### src/rtl/fixed_step_frame_timer_assert.svh
// ----------------------------------------------------------------------------
// Fixed-step frame timer assertion macros
// Concurrent checks on the sequencer and divider, reported by $error.
// ----------------------------------------------------------------------------
`ifndef FIXED_STEP_FRAME_TIMER_ASSERT_SVH
`define FIXED_STEP_FRAME_TIMER_ASSERT_SVH

// Same-cycle implication
`define FSFT_ASSERT_IMPL(label, clock, reset, cause, effect, msg) \
  label: assert property (@(posedge clock) disable iff (reset) (cause) |-> (effect)) \
    else $error(msg);

// Next-cycle implication
`define FSFT_ASSERT_NEXT(label, clock, reset, cause, effect, msg) \
  label: assert property (@(posedge clock) disable iff (reset) (cause) |=> (effect)) \
    else $error(msg);

`endif

### src/rtl/fsft_pkg.sv
// ----------------------------------------------------------------------------
// Fixed-step frame timer package
// Constants, divider request types and the sequencer control store.
// ----------------------------------------------------------------------------
`timescale 1ns / 1ps

package fsft_pkg;

  // Defaults and fixed constants
  localparam int unsigned TICKS_PER_SECOND_DEF = 10_000_000;
  localparam logic [31:0] TARGET_STEP_RESET    = 32'd166666;
  localparam logic [31:0] COUNTER_FREQ_RESET   = 32'd10000000;
  localparam int unsigned SNAP_DIVISOR         = 4000;

  // floor(f / 10) == (f * RECIP_TEN) >> RECIP_TEN_SHIFT for any 32-bit f
  localparam logic [31:0] RECIP_TEN       = 32'hCCCC_CCCD;
  localparam int          RECIP_TEN_SHIFT = 35;

  // Result item width: five fields, byte aligned
  localparam int OUT_W = 224;

  // Configuration register indexes
  typedef enum logic [1:0] {
    CFG_FIXED_STEP_MODE = 2'd0,
    CFG_TARGET_STEP     = 2'd1,
    CFG_COUNTER_FREQ    = 2'd2
  } cfg_index_t;

  // Divider geometry
  localparam int DIVIDEND_W      = 64;
  localparam int DIVISOR_W       = 32;
  localparam int DIV_LONG_RUNS   = DIVIDEND_W;
  localparam int DIV_SHORT_RUNS  = 34;
  localparam int DIV_SHORT_SHIFT = DIVIDEND_W - DIV_SHORT_RUNS;
  localparam int DIV_CNT_W       = $clog2(DIV_LONG_RUNS + 1);

  typedef struct packed {
    logic                  start;
    logic                  short_run;
    logic [DIVIDEND_W-1:0] dividend;
    logic [DIVISOR_W-1:0]  divisor;
  } div_req_t;

  typedef struct packed {
    logic                  busy;
    logic [DIVIDEND_W-1:0] quotient;
    logic [DIVISOR_W-1:0]  remainder;
  } div_rsp_t;

  // Datapath operations
  typedef enum logic [4:0] {
    OP_NONE,
    OP_ACCEPT,
    OP_CLEAR_STEPS,
    OP_DIFF,
    OP_MUL_RECIP,
    OP_CLAMP,
    OP_MUL_SCALE,
    OP_DIV_SCALE,
    OP_TAKE_QUOT,
    OP_SNAP,
    OP_DIV_STEP,
    OP_STEPS,
    OP_VAR_STEP,
    OP_DIV_SEC,
    OP_LATCH,
    OP_EMIT,
    OP_RESET_ELAPSED
  } op_t;

  // Jump conditions: jump when true, otherwise fall through
  typedef enum logic [3:0] {
    C_NEVER,
    C_ALWAYS,
    C_NO_INPUT,
    C_MODE_RESET,
    C_DIV_BUSY,
    C_VAR_MODE,
    C_TARGET_ZERO,
    C_SEC_SHORT,
    C_OUT_BUSY
  } cond_t;

  localparam int PC_W = 5;

  // Program addresses
  localparam logic [PC_W-1:0] PC_WAIT       = 5'd0;
  localparam logic [PC_W-1:0] PC_DISPATCH   = 5'd1;
  localparam logic [PC_W-1:0] PC_DIFF       = 5'd2;
  localparam logic [PC_W-1:0] PC_MUL_RECIP  = 5'd3;
  localparam logic [PC_W-1:0] PC_CLAMP      = 5'd4;
  localparam logic [PC_W-1:0] PC_MUL_SCALE  = 5'd5;
  localparam logic [PC_W-1:0] PC_DIV_SCALE  = 5'd6;
  localparam logic [PC_W-1:0] PC_WAIT_SCALE = 5'd7;
  localparam logic [PC_W-1:0] PC_TAKE_QUOT  = 5'd8;
  localparam logic [PC_W-1:0] PC_SNAP       = 5'd9;
  localparam logic [PC_W-1:0] PC_DIV_STEP   = 5'd10;
  localparam logic [PC_W-1:0] PC_WAIT_STEP  = 5'd11;
  localparam logic [PC_W-1:0] PC_STEPS      = 5'd12;
  localparam logic [PC_W-1:0] PC_VAR_STEP   = 5'd13;
  localparam logic [PC_W-1:0] PC_SECOND     = 5'd14;
  localparam logic [PC_W-1:0] PC_DIV_SEC    = 5'd15;
  localparam logic [PC_W-1:0] PC_WAIT_SEC   = 5'd16;
  localparam logic [PC_W-1:0] PC_LATCH      = 5'd17;
  localparam logic [PC_W-1:0] PC_EMIT       = 5'd18;
  localparam logic [PC_W-1:0] PC_RETURN     = 5'd19;
  localparam logic [PC_W-1:0] PC_RESET_EL   = 5'd20;

  typedef struct packed {
    op_t             op;
    cond_t           cond;
    logic [PC_W-1:0] jump;
  } ucode_t;

  // Control store
  function automatic ucode_t ucode_rom(logic [PC_W-1:0] addr);
    ucode_t w;
    unique case (addr)
      PC_WAIT:       w = '{OP_ACCEPT,        C_NO_INPUT,    PC_WAIT};
      PC_DISPATCH:   w = '{OP_CLEAR_STEPS,   C_MODE_RESET,  PC_RESET_EL};
      PC_DIFF:       w = '{OP_DIFF,          C_NEVER,       PC_WAIT};
      PC_MUL_RECIP:  w = '{OP_MUL_RECIP,     C_NEVER,       PC_WAIT};
      PC_CLAMP:      w = '{OP_CLAMP,         C_NEVER,       PC_WAIT};
      PC_MUL_SCALE:  w = '{OP_MUL_SCALE,     C_NEVER,       PC_WAIT};
      PC_DIV_SCALE:  w = '{OP_DIV_SCALE,     C_NEVER,       PC_WAIT};
      PC_WAIT_SCALE: w = '{OP_NONE,          C_DIV_BUSY,    PC_WAIT_SCALE};
      PC_TAKE_QUOT:  w = '{OP_TAKE_QUOT,     C_VAR_MODE,    PC_VAR_STEP};
      PC_SNAP:       w = '{OP_SNAP,          C_TARGET_ZERO, PC_SECOND};
      PC_DIV_STEP:   w = '{OP_DIV_STEP,      C_NEVER,       PC_WAIT};
      PC_WAIT_STEP:  w = '{OP_NONE,          C_DIV_BUSY,    PC_WAIT_STEP};
      PC_STEPS:      w = '{OP_STEPS,         C_ALWAYS,      PC_SECOND};
      PC_VAR_STEP:   w = '{OP_VAR_STEP,      C_NEVER,       PC_WAIT};
      PC_SECOND:     w = '{OP_NONE,          C_SEC_SHORT,   PC_EMIT};
      PC_DIV_SEC:    w = '{OP_DIV_SEC,       C_NEVER,       PC_WAIT};
      PC_WAIT_SEC:   w = '{OP_NONE,          C_DIV_BUSY,    PC_WAIT_SEC};
      PC_LATCH:      w = '{OP_LATCH,         C_NEVER,       PC_WAIT};
      PC_EMIT:       w = '{OP_EMIT,          C_OUT_BUSY,    PC_EMIT};
      PC_RETURN:     w = '{OP_NONE,          C_ALWAYS,      PC_WAIT};
      PC_RESET_EL:   w = '{OP_RESET_ELAPSED, C_ALWAYS,      PC_EMIT};
      default:       w = '{OP_NONE,          C_ALWAYS,      PC_WAIT};
    endcase
    return w;
  endfunction

endpackage

### src/rtl/fsft_divider.sv
// ----------------------------------------------------------------------------
// Fixed-step frame timer divider
// Restoring unsigned divider, one quotient bit per cycle. A short run covers
// dividends below 2^34 in fewer cycles.
// ----------------------------------------------------------------------------
`timescale 1ns / 1ps

module fsft_divider import fsft_pkg::*; (
  input  logic     clk,
  input  logic     rst,
  input  div_req_t req,
  output div_rsp_t rsp
);

  logic                  busy;
  logic [DIV_CNT_W-1:0]  count;
  logic [DIVISOR_W-1:0]  rem;
  logic [DIVISOR_W-1:0]  dsr;
  logic [DIVIDEND_W-1:0] quo;
  logic [DIVISOR_W:0]    rem_sh;
  logic [DIVISOR_W:0]    rem_sub;
  logic                  fits;

  // Trial subtract of the shifted partial remainder
  assign rem_sh  = {rem, quo[DIVIDEND_W-1]};
  assign rem_sub = rem_sh - {1'b0, dsr};
  assign fits    = rem_sh >= {1'b0, dsr};

  // Count the iterations
  always_ff @(posedge clk) begin
    if (rst) begin
      busy  <= 1'b0;
      count <= '0;
    end else if (req.start) begin
      busy  <= 1'b1;
      count <= req.short_run ? DIV_CNT_W'(DIV_SHORT_RUNS) : DIV_CNT_W'(DIV_LONG_RUNS);
    end else if (busy) begin
      count <= count - 1'b1;
      if (count == DIV_CNT_W'(1)) begin
        busy <= 1'b0;
      end
    end
  end

  // Shift dividend bits out and quotient bits in
  always_ff @(posedge clk) begin
    if (req.start) begin
      quo <= req.short_run ? (req.dividend << DIV_SHORT_SHIFT) : req.dividend;
      rem <= '0;
      dsr <= req.divisor;
    end else if (busy) begin
      rem <= fits ? rem_sub[DIVISOR_W-1:0] : rem_sh[DIVISOR_W-1:0];
      quo <= {quo[DIVIDEND_W-2:0], fits};
    end
  end

  assign rsp.busy      = busy;
  assign rsp.quotient  = quo;
  assign rsp.remainder = rem;

endmodule

### src/rtl/fixed_step_frame_timer.sv
// ----------------------------------------------------------------------------
// Fixed-step frame timer
// Turns raw counter samples into fixed or variable update steps, keeps total
// ticks and frame counts, and latches frames per second.
//
//   Port group  Direction  Payload
//   s_*         in         tuser: mode; tdata: counter_now
//   m_*         out        tdata: steps_run, elapsed_ticks, total_ticks,
//                                 frame_count, frames_per_second
//   cfg_*       in         cfg_index, cfg_data (register write)
//
// One item at a time, run by a microcoded sequencer. A variable-step tick
// runs one long division, a fixed-step tick adds a short one, and a tick
// that closes a second adds another long one. A reset-elapsed item runs no
// division. All divisions share the one bit-serial divider.
// Reset is synchronous and clears all timer state. A result not yet taken
// holds in the output register; the next item runs up to its emit step and
// waits there, taking no new request until the held result is taken.
// ----------------------------------------------------------------------------
`timescale 1ns / 1ps
`include "fixed_step_frame_timer_assert.svh"

module fixed_step_frame_timer import fsft_pkg::*; #(
  parameter int unsigned TICKS_PER_SECOND = TICKS_PER_SECOND_DEF
) (
  input  logic             clk,
  input  logic             rst,
  // Request stream
  input  logic             s_tvalid,
  output logic             s_tready,
  input  logic [63:0]      s_tdata,   // [63:0] counter_now
  input  logic             s_tuser,   // [0] mode
  // Result stream
  output logic             m_tvalid,
  input  logic             m_tready,
  output logic [OUT_W-1:0] m_tdata,   // [31:0] steps_run, [95:32] elapsed_ticks,
                                      // [159:96] total_ticks, [191:160] frame_count,
                                      // [223:192] frames_per_second
  // Register writes
  input  logic             cfg_valid,
  output logic             cfg_ready,
  input  logic [1:0]       cfg_index,
  input  logic [31:0]      cfg_data
);

  localparam logic [63:0] SNAP_LIMIT = 64'(TICKS_PER_SECOND / SNAP_DIVISOR);

  // Configuration
  logic        fixed_step_mode;
  logic [31:0] target_step_ticks;
  logic [31:0] counter_frequency;

  // Sequencer
  logic [PC_W-1:0] pc;
  logic [PC_W-1:0] pc_next;
  ucode_t          uw;
  logic            take_jump;

  // Working registers
  logic        item_mode;
  logic [63:0] now;
  logic [63:0] delta;
  logic [63:0] mul_p;
  logic [31:0] steps;

  // Timer state
  logic [63:0] last_sample;
  logic [63:0] second_accum;
  logic [63:0] leftover;
  logic [63:0] last_elapsed;
  logic [63:0] total;
  logic [31:0] frames;
  logic [31:0] frames_this_second;
  logic [31:0] fps_latched;

  // Combinational helpers
  logic [31:0] freq_eff;
  logic [63:0] freq_ext;
  logic [63:0] target_ext;
  logic [63:0] sample_diff;
  logic [63:0] clamp_val;
  logic [63:0] abs_diff;
  logic [63:0] snapped;
  logic [31:0] mul_a;
  logic [31:0] mul_b;
  logic        accept;
  logic        out_free;
  logic        emit_load;
  div_req_t    div_req;
  div_rsp_t    div_rsp;

  assign freq_eff    = (counter_frequency == '0) ? 32'd1 : counter_frequency;
  assign freq_ext    = {32'b0, freq_eff};
  assign target_ext  = {32'b0, target_step_ticks};
  assign sample_diff = now - last_sample;
  assign clamp_val   = {{RECIP_TEN_SHIFT{1'b0}}, mul_p[63:RECIP_TEN_SHIFT]};
  assign abs_diff    = (delta >= target_ext) ? (delta - target_ext) : (target_ext - delta);
  assign snapped     = (abs_diff < SNAP_LIMIT) ? target_ext : delta;

  assign uw        = ucode_rom(pc);
  assign s_tready  = (uw.op == OP_ACCEPT) && !rst;
  assign accept    = s_tready && s_tvalid;
  assign out_free  = !m_tvalid || m_tready;
  assign emit_load = (uw.op == OP_EMIT) && out_free;
  assign cfg_ready = !rst;

  // Register writes
  always_ff @(posedge clk) begin
    if (rst) begin
      fixed_step_mode   <= 1'b0;
      target_step_ticks <= TARGET_STEP_RESET;
      counter_frequency <= COUNTER_FREQ_RESET;
    end else if (cfg_valid) begin
      unique case (cfg_index)
        CFG_FIXED_STEP_MODE: fixed_step_mode   <= cfg_data[0];
        CFG_TARGET_STEP:     target_step_ticks <= cfg_data;
        CFG_COUNTER_FREQ:    counter_frequency <= cfg_data;
        default: ;
      endcase
    end
  end

  // Evaluate the jump condition
  always_comb begin
    unique case (uw.cond)
      C_NEVER:       take_jump = 1'b0;
      C_ALWAYS:      take_jump = 1'b1;
      C_NO_INPUT:    take_jump = !s_tvalid;
      C_MODE_RESET:  take_jump = item_mode;
      C_DIV_BUSY:    take_jump = div_rsp.busy;
      C_VAR_MODE:    take_jump = !fixed_step_mode;
      C_TARGET_ZERO: take_jump = (target_step_ticks == '0);
      C_SEC_SHORT:   take_jump = (second_accum < freq_ext);
      C_OUT_BUSY:    take_jump = !out_free;
      default:       take_jump = 1'b1;
    endcase
    pc_next = take_jump ? uw.jump : pc + 1'b1;
  end

  // Advance the step counter
  always_ff @(posedge clk) begin
    if (rst) begin
      pc <= PC_WAIT;
    end else begin
      pc <= pc_next;
    end
  end

  // Select multiplier operands
  always_comb begin
    if (uw.op == OP_MUL_RECIP) begin
      mul_a = freq_eff;
      mul_b = RECIP_TEN;
    end else begin
      mul_a = delta[31:0];
      mul_b = 32'(TICKS_PER_SECOND);
    end
  end

  // Build the divider request
  always_comb begin
    div_req.start     = 1'b0;
    div_req.short_run = 1'b0;
    div_req.dividend  = mul_p;
    div_req.divisor   = freq_eff;
    unique case (uw.op)
      OP_DIV_SCALE: begin
        div_req.start = 1'b1;
      end
      OP_DIV_STEP: begin
        div_req.start     = 1'b1;
        div_req.short_run = 1'b1;
        div_req.dividend  = leftover;
        div_req.divisor   = target_step_ticks;
      end
      OP_DIV_SEC: begin
        div_req.start    = 1'b1;
        div_req.dividend = second_accum;
      end
      default: ;
    endcase
  end

  fsft_divider u_divider (
    .clk (clk),
    .rst (rst),
    .req (div_req),
    .rsp (div_rsp)
  );

  // Hold the accepted request and the multiplier product
  always_ff @(posedge clk) begin
    if (accept) begin
      item_mode <= s_tuser;
      now       <= s_tdata;
    end
    if (uw.op == OP_MUL_RECIP || uw.op == OP_MUL_SCALE) begin
      mul_p <= {32'b0, mul_a} * {32'b0, mul_b};
    end
  end

  // Timer datapath, one operation per step
  always_ff @(posedge clk) begin
    if (rst) begin
      delta              <= '0;
      steps              <= '0;
      last_sample        <= '0;
      second_accum       <= '0;
      leftover           <= '0;
      last_elapsed       <= '0;
      total              <= '0;
      frames             <= '0;
      frames_this_second <= '0;
      fps_latched        <= '0;
    end else begin
      unique case (uw.op)
        OP_CLEAR_STEPS: begin
          steps <= '0;
        end
        OP_DIFF: begin
          delta        <= sample_diff;
          last_sample  <= now;
          second_accum <= second_accum + sample_diff;
        end
        OP_CLAMP: begin
          if (delta > clamp_val) begin
            delta <= clamp_val;
          end
        end
        OP_TAKE_QUOT: begin
          delta <= div_rsp.quotient;
        end
        OP_SNAP: begin
          // leftover holds the dividend (leftover plus step) until the division ends
          if (target_step_ticks == '0) begin
            leftover <= '0;
          end else begin
            leftover <= leftover + snapped;
          end
        end
        OP_STEPS: begin
          leftover <= {32'b0, div_rsp.remainder};
          steps    <= (div_rsp.quotient[63:32] != '0) ? '1 : div_rsp.quotient[31:0];
          if (div_rsp.quotient != '0) begin
            last_elapsed       <= target_ext;
            total              <= total + (leftover - {32'b0, div_rsp.remainder});
            frames             <= frames + div_rsp.quotient[31:0];
            frames_this_second <= frames_this_second + 1'b1;
          end
        end
        OP_VAR_STEP: begin
          last_elapsed       <= delta;
          total              <= total + delta;
          leftover           <= '0;
          frames             <= frames + 1'b1;
          frames_this_second <= frames_this_second + 1'b1;
          steps              <= 32'd1;
        end
        OP_LATCH: begin
          fps_latched        <= frames_this_second;
          frames_this_second <= '0;
          second_accum       <= {32'b0, div_rsp.remainder};
        end
        OP_RESET_ELAPSED: begin
          last_sample        <= now;
          leftover           <= '0;
          fps_latched        <= '0;
          frames_this_second <= '0;
          second_accum       <= '0;
          steps              <= '0;
        end
        OP_NONE, OP_ACCEPT, OP_MUL_RECIP, OP_MUL_SCALE, OP_DIV_SCALE,
        OP_DIV_STEP, OP_DIV_SEC, OP_EMIT: ;
        default: ;
      endcase
    end
  end

  // Output register
  always_ff @(posedge clk) begin
    if (rst) begin
      m_tvalid <= 1'b0;
    end else if (emit_load) begin
      m_tvalid <= 1'b1;
    end else if (m_tready) begin
      m_tvalid <= 1'b0;
    end
  end

  always_ff @(posedge clk) begin
    if (emit_load) begin
      m_tdata <= {fps_latched, frames, total, last_elapsed, steps};
    end
  end

  // Checks
  `FSFT_ASSERT_IMPL(a_take_div_idle, clk, rst, s_tready, !div_rsp.busy, "request taken while divider runs")
  `FSFT_ASSERT_IMPL(a_start_div_idle, clk, rst, div_req.start, !div_rsp.busy, "divider restarted mid-run")
  `FSFT_ASSERT_NEXT(a_leftover_bound, clk, rst, uw.op == OP_STEPS, leftover < $past(target_ext), "leftover not below target")
  `FSFT_ASSERT_NEXT(a_one_item, clk, rst, accept, !s_tready, "second request taken back to back")

endmodule

### config.mk
export PLATFORM = sky130hd
export DESIGN_NAME = fixed_step_frame_timer
export DESIGN_NICKNAME = d
export VERILOG_FILES = /design/src/rtl/fsft_pkg.sv /design/src/rtl/fsft_divider.sv /design/src/rtl/fixed_step_frame_timer.sv
export VERILOG_INCLUDE_DIRS = /design/src /design/src/rtl
export SDC_FILE = /design/constraint.sdc
export NUM_CORES = 2
export LEC_CHECK = 0
export BUFFER_PORTS_ARGS = -buffer_cell sky130_fd_sc_hd__buf_2
export CAP_MARGIN = 10
export CORE_MARGIN = 4
export CORE_UTILIZATION = 58
export DETAILED_ROUTE_END_ITERATION = 10
export PLACE_DENSITY = 0.78
export SYNTH_ARGS = -nofsm -noshare
export SYNTH_HDL_FRONTEND = slang
export SYNTH_SLANG_ARGS = --single-unit
### constraint.sdc
create_clock -name clk -period 10.8 [get_ports clk]
set_input_delay 1.08 -clock clk [delete_from_list [all_inputs] [get_ports clk]]
set_output_delay 1.08 -clock clk [all_outputs]
set_load 0.01 [all_outputs]
==> flow_summary.ini <==
[yosys]
synth_cell_types = 100
seq_area_frac_synth = 0.295
syn_inst = 10000
synth_seq_cells = 1086
synth_edf_count = 449
synthesis.area_um2 = 89100
synth.avg_cell_area_um2 = 8.87
ys.flop_type = dfxtp_1
yosysWarnings = 0
synth-async-reset-ratio = 0

[floorplanning]
dieArea_um2 = 160000
boundaryPins = 331
fp.dieH_um = 400
rows = 143
dieWidth_um = 400
start_util = 0.585
core-area_um2 = 152000

[min_path]
min_path_type = flop to flop
whs_path_depth = 0

[critical_path]
start_kind = flop
crit_start = uw[9]
reg2reg_to = mul_p[60]
r2r_setup_slack_ns = 0.81
r2r-start = uw[9]
critPathRequiredTime_ns = 11.35
end_kind = flop
cp.depth = 27
critPathKind = flop to flop
crit_slowest_cell = or3_1
worstPathMaxFanout = 22
crit_family = adder cells
endpoint = mul_p[60]
cp_common_cell = fa_1
crit_buf_inv = 4
crit_arrival_ns = 10.54
cpPeakStageDelay_ns = 0.78
reg2reg_depth = 27

[cts]
cts_buffers = 114
clk_latency_ns = 0.81
max-clock-path-buffers = 3
cts_hold_buf = 0
htreeDepth = 3
cts-root-buf = clkbuf_16
post-cts-setup-buffer-count = 0
cts_sinks = 1086
cts_tree = done
cts.repair.resized = 0
path_clk_slew_ns = 0.06

[route]
vias_per_cell = 6.43
drcViolationCount = 0
drtIter0Drc = 10400
via_count = 79800
drt_wl_total_um = 351000
final_antenna_net_count = 0
drt_pass1_iterations = 9
routedWlPerCell_um = 28.3

[global_routing]
grt_pass1_wl_um = 508000
grt_pass1_vias = 76900
grt_max_degree = 98
grt_use_total = 0.430
overflow = 0
antenna_found_initial = 40

[layout]
final_cell_mix = inv_1, nand2_1, ha_1, a21oi_1, dfxtp_1
nets = 11800
final_area_um2 = 97300
drive_above_1_share = 0.0796
final_common_cell = inv_1
syn_to_final_growth_pct = 9.19
fillers = 12800

[sta]
finClkSkew_ns = 0.110
setup_viol = 0
relSlewSlack = 0.115
hold_viol = 0
tns_ns = 0
tightest_slew_ns = 1.32
layout_min_cycle_time_ns = 9.99
rsz0062_at_grt = false
max_freq_ghz = 0.100
fin_crit_sh = 0.925
final_max_slew_viol_count = 0
fin_ws_ns = 0.813

[outcome]
status = completed

[placed_design]
dpl_cell_area_um2 = 93200
place.gp.congestion = 1.11
dp_slack_ns = 1.04
hpwl_um = 284000
port_buffers = 330

[job]
cap_violations = 0

[pwr]
peakVddDrop_uv = 829
p_per_area_nw_per_um2 = 394
p_leak_uw = 0.0446
sequential cells by signal, summed over array words and instances, names as in the netlist, 5 cells and up:
signal	count
frames_this_second	32
last_sample	64
last_elapsed	64
now	64
u_divider.rem	32
counter_frequency	32
frames	32
second_accum	64
target_step_ticks	32
u_divider.count	7
m_tdata	224
fps_latched	32
delta	64
uw	14
u_divider.dsr	32
mul_p	64
u_divider.quo	64
steps	32
total	64
pc	5
leftover	64
where the power goes:
part / switching, µW / internal (µW)
Sequential: 1170 / 5690
Combinational: 16700 / 10600
Clock: 1850 / 2320
routing by layer:
metal | track usage | share of wire
met3 | 0.129 | 0.13
met5 | 0 | 0.00055
met2 | 0.641 | 0.42
met4 | 0.255 | 0.074
met1 | 0.552 | 0.38
cell families after synthesis:
logic type / after synthesis / share of synthesized area
DFF: 1086 / 0.295
other: 2 / 0.0000843
buffers and inverters: 1745 / 0.0745
xor gates and xnor gates: 465 / 0.0457
AOI/OAI and AO/OA: 2653 / 0.191
adders and majority gates: 1476 / 0.252
muxes: 131 / 0.0147
and+or+nand+nor: 2487 / 0.128
worst register-to-register path, cell delays in order (launching register included):
cell and delay, ns:
dfxtp_1 0.29, buf_4 0.20, or3_1 0.78, buf_4 0.35, o21ai_0 0.64, nand2_1 0.26
ha_1 0.37, fa_1 0.53, inv_1 0.05, fa_1 0.39, fa_1 0.54, fa_1 0.56
inv_1 0.05, fa_1 0.45, fa_1 0.53, fa_1 0.43, ha_1 0.39, nand3_1 0.15
or2_2 0.34, a211o_1 0.35, a211oi_1 0.45, o21ai_0 0.40, a21o_1 0.30, a311oi_1 0.33
o21ai_0 0.16, a21oi_1 0.23, o21ai_0 0.12, a21oi_1 0.17
through the flow:
stage / hold slack (ns) / power, µW / std cells / utilization
3_5_place_dp: 0.413 / 33300 / 12200 / 0.612
3_3_place_gp: 0.414 / 32800 / 12200 / 0.612
4_1_cts: 0.430 / 37600 / 12400 / 0.638
2_1_floorplan: 0.408 / 25300 / 10100 / -
6_report: 0.428 / 38300 / 12400 / 0.639
5_1_grt: 0.439 / 41100 / 12400 / 0.638
cell type report:
type,count,area (µm²),share of cell area
multi-input cells,7255,56500,0.581
flip-flops and latches,1086,26200,0.270
inverters,1264,4750,0.0488
repair buffers,526,3160,0.0324
clock buffers,140,3100,0.0319
well taps,2030,2540,0.0261
clock inverters,77,880,0.00904
diodes,33,82.6,0.000849
cells in the mapped netlist, types with 72 or more instances:
cell type  instances  share of area
a21oi_1          861          0.048
nand4_1          102         0.0072
edfxtp_1         449           0.15
nand2_1         1055          0.044
a22oi_1          115         0.0097
clkbuf_1         434          0.018
inv_1           1262          0.053
mux2i_1          129          0.014
nor3_1           111         0.0062
nand3_1          201          0.011
a211oi_1         160          0.013
xnor2_1          276          0.027
fa_1             531           0.12
and2_1            75         0.0053
ha_1             945           0.13
nor2_1           541          0.023
xor2_1           189          0.019
o21ai_0          497          0.028
nor2b_1           72         0.0051
o21bai_1          74         0.0062
a21o_1           279          0.024
dfxtp_1          637           0.14
worst min-delay path by stage:
stage | from | end | slack, ns
final | fps_latched[14] | m_tdata[206] | 0.43
after CTS | steps[5] | m_tdata[5] | 0.43
after global routing | fps_latched[22] | m_tdata[214] | 0.44
after global placement | last_elapsed[63] | m_tdata[95] | 0.41
after detailed placement | steps[5] | m_tdata[5] | 0.41
after floorplan | last_elapsed[32] | m_tdata[64] | 0.41
(Power assumes the default switching activity.)
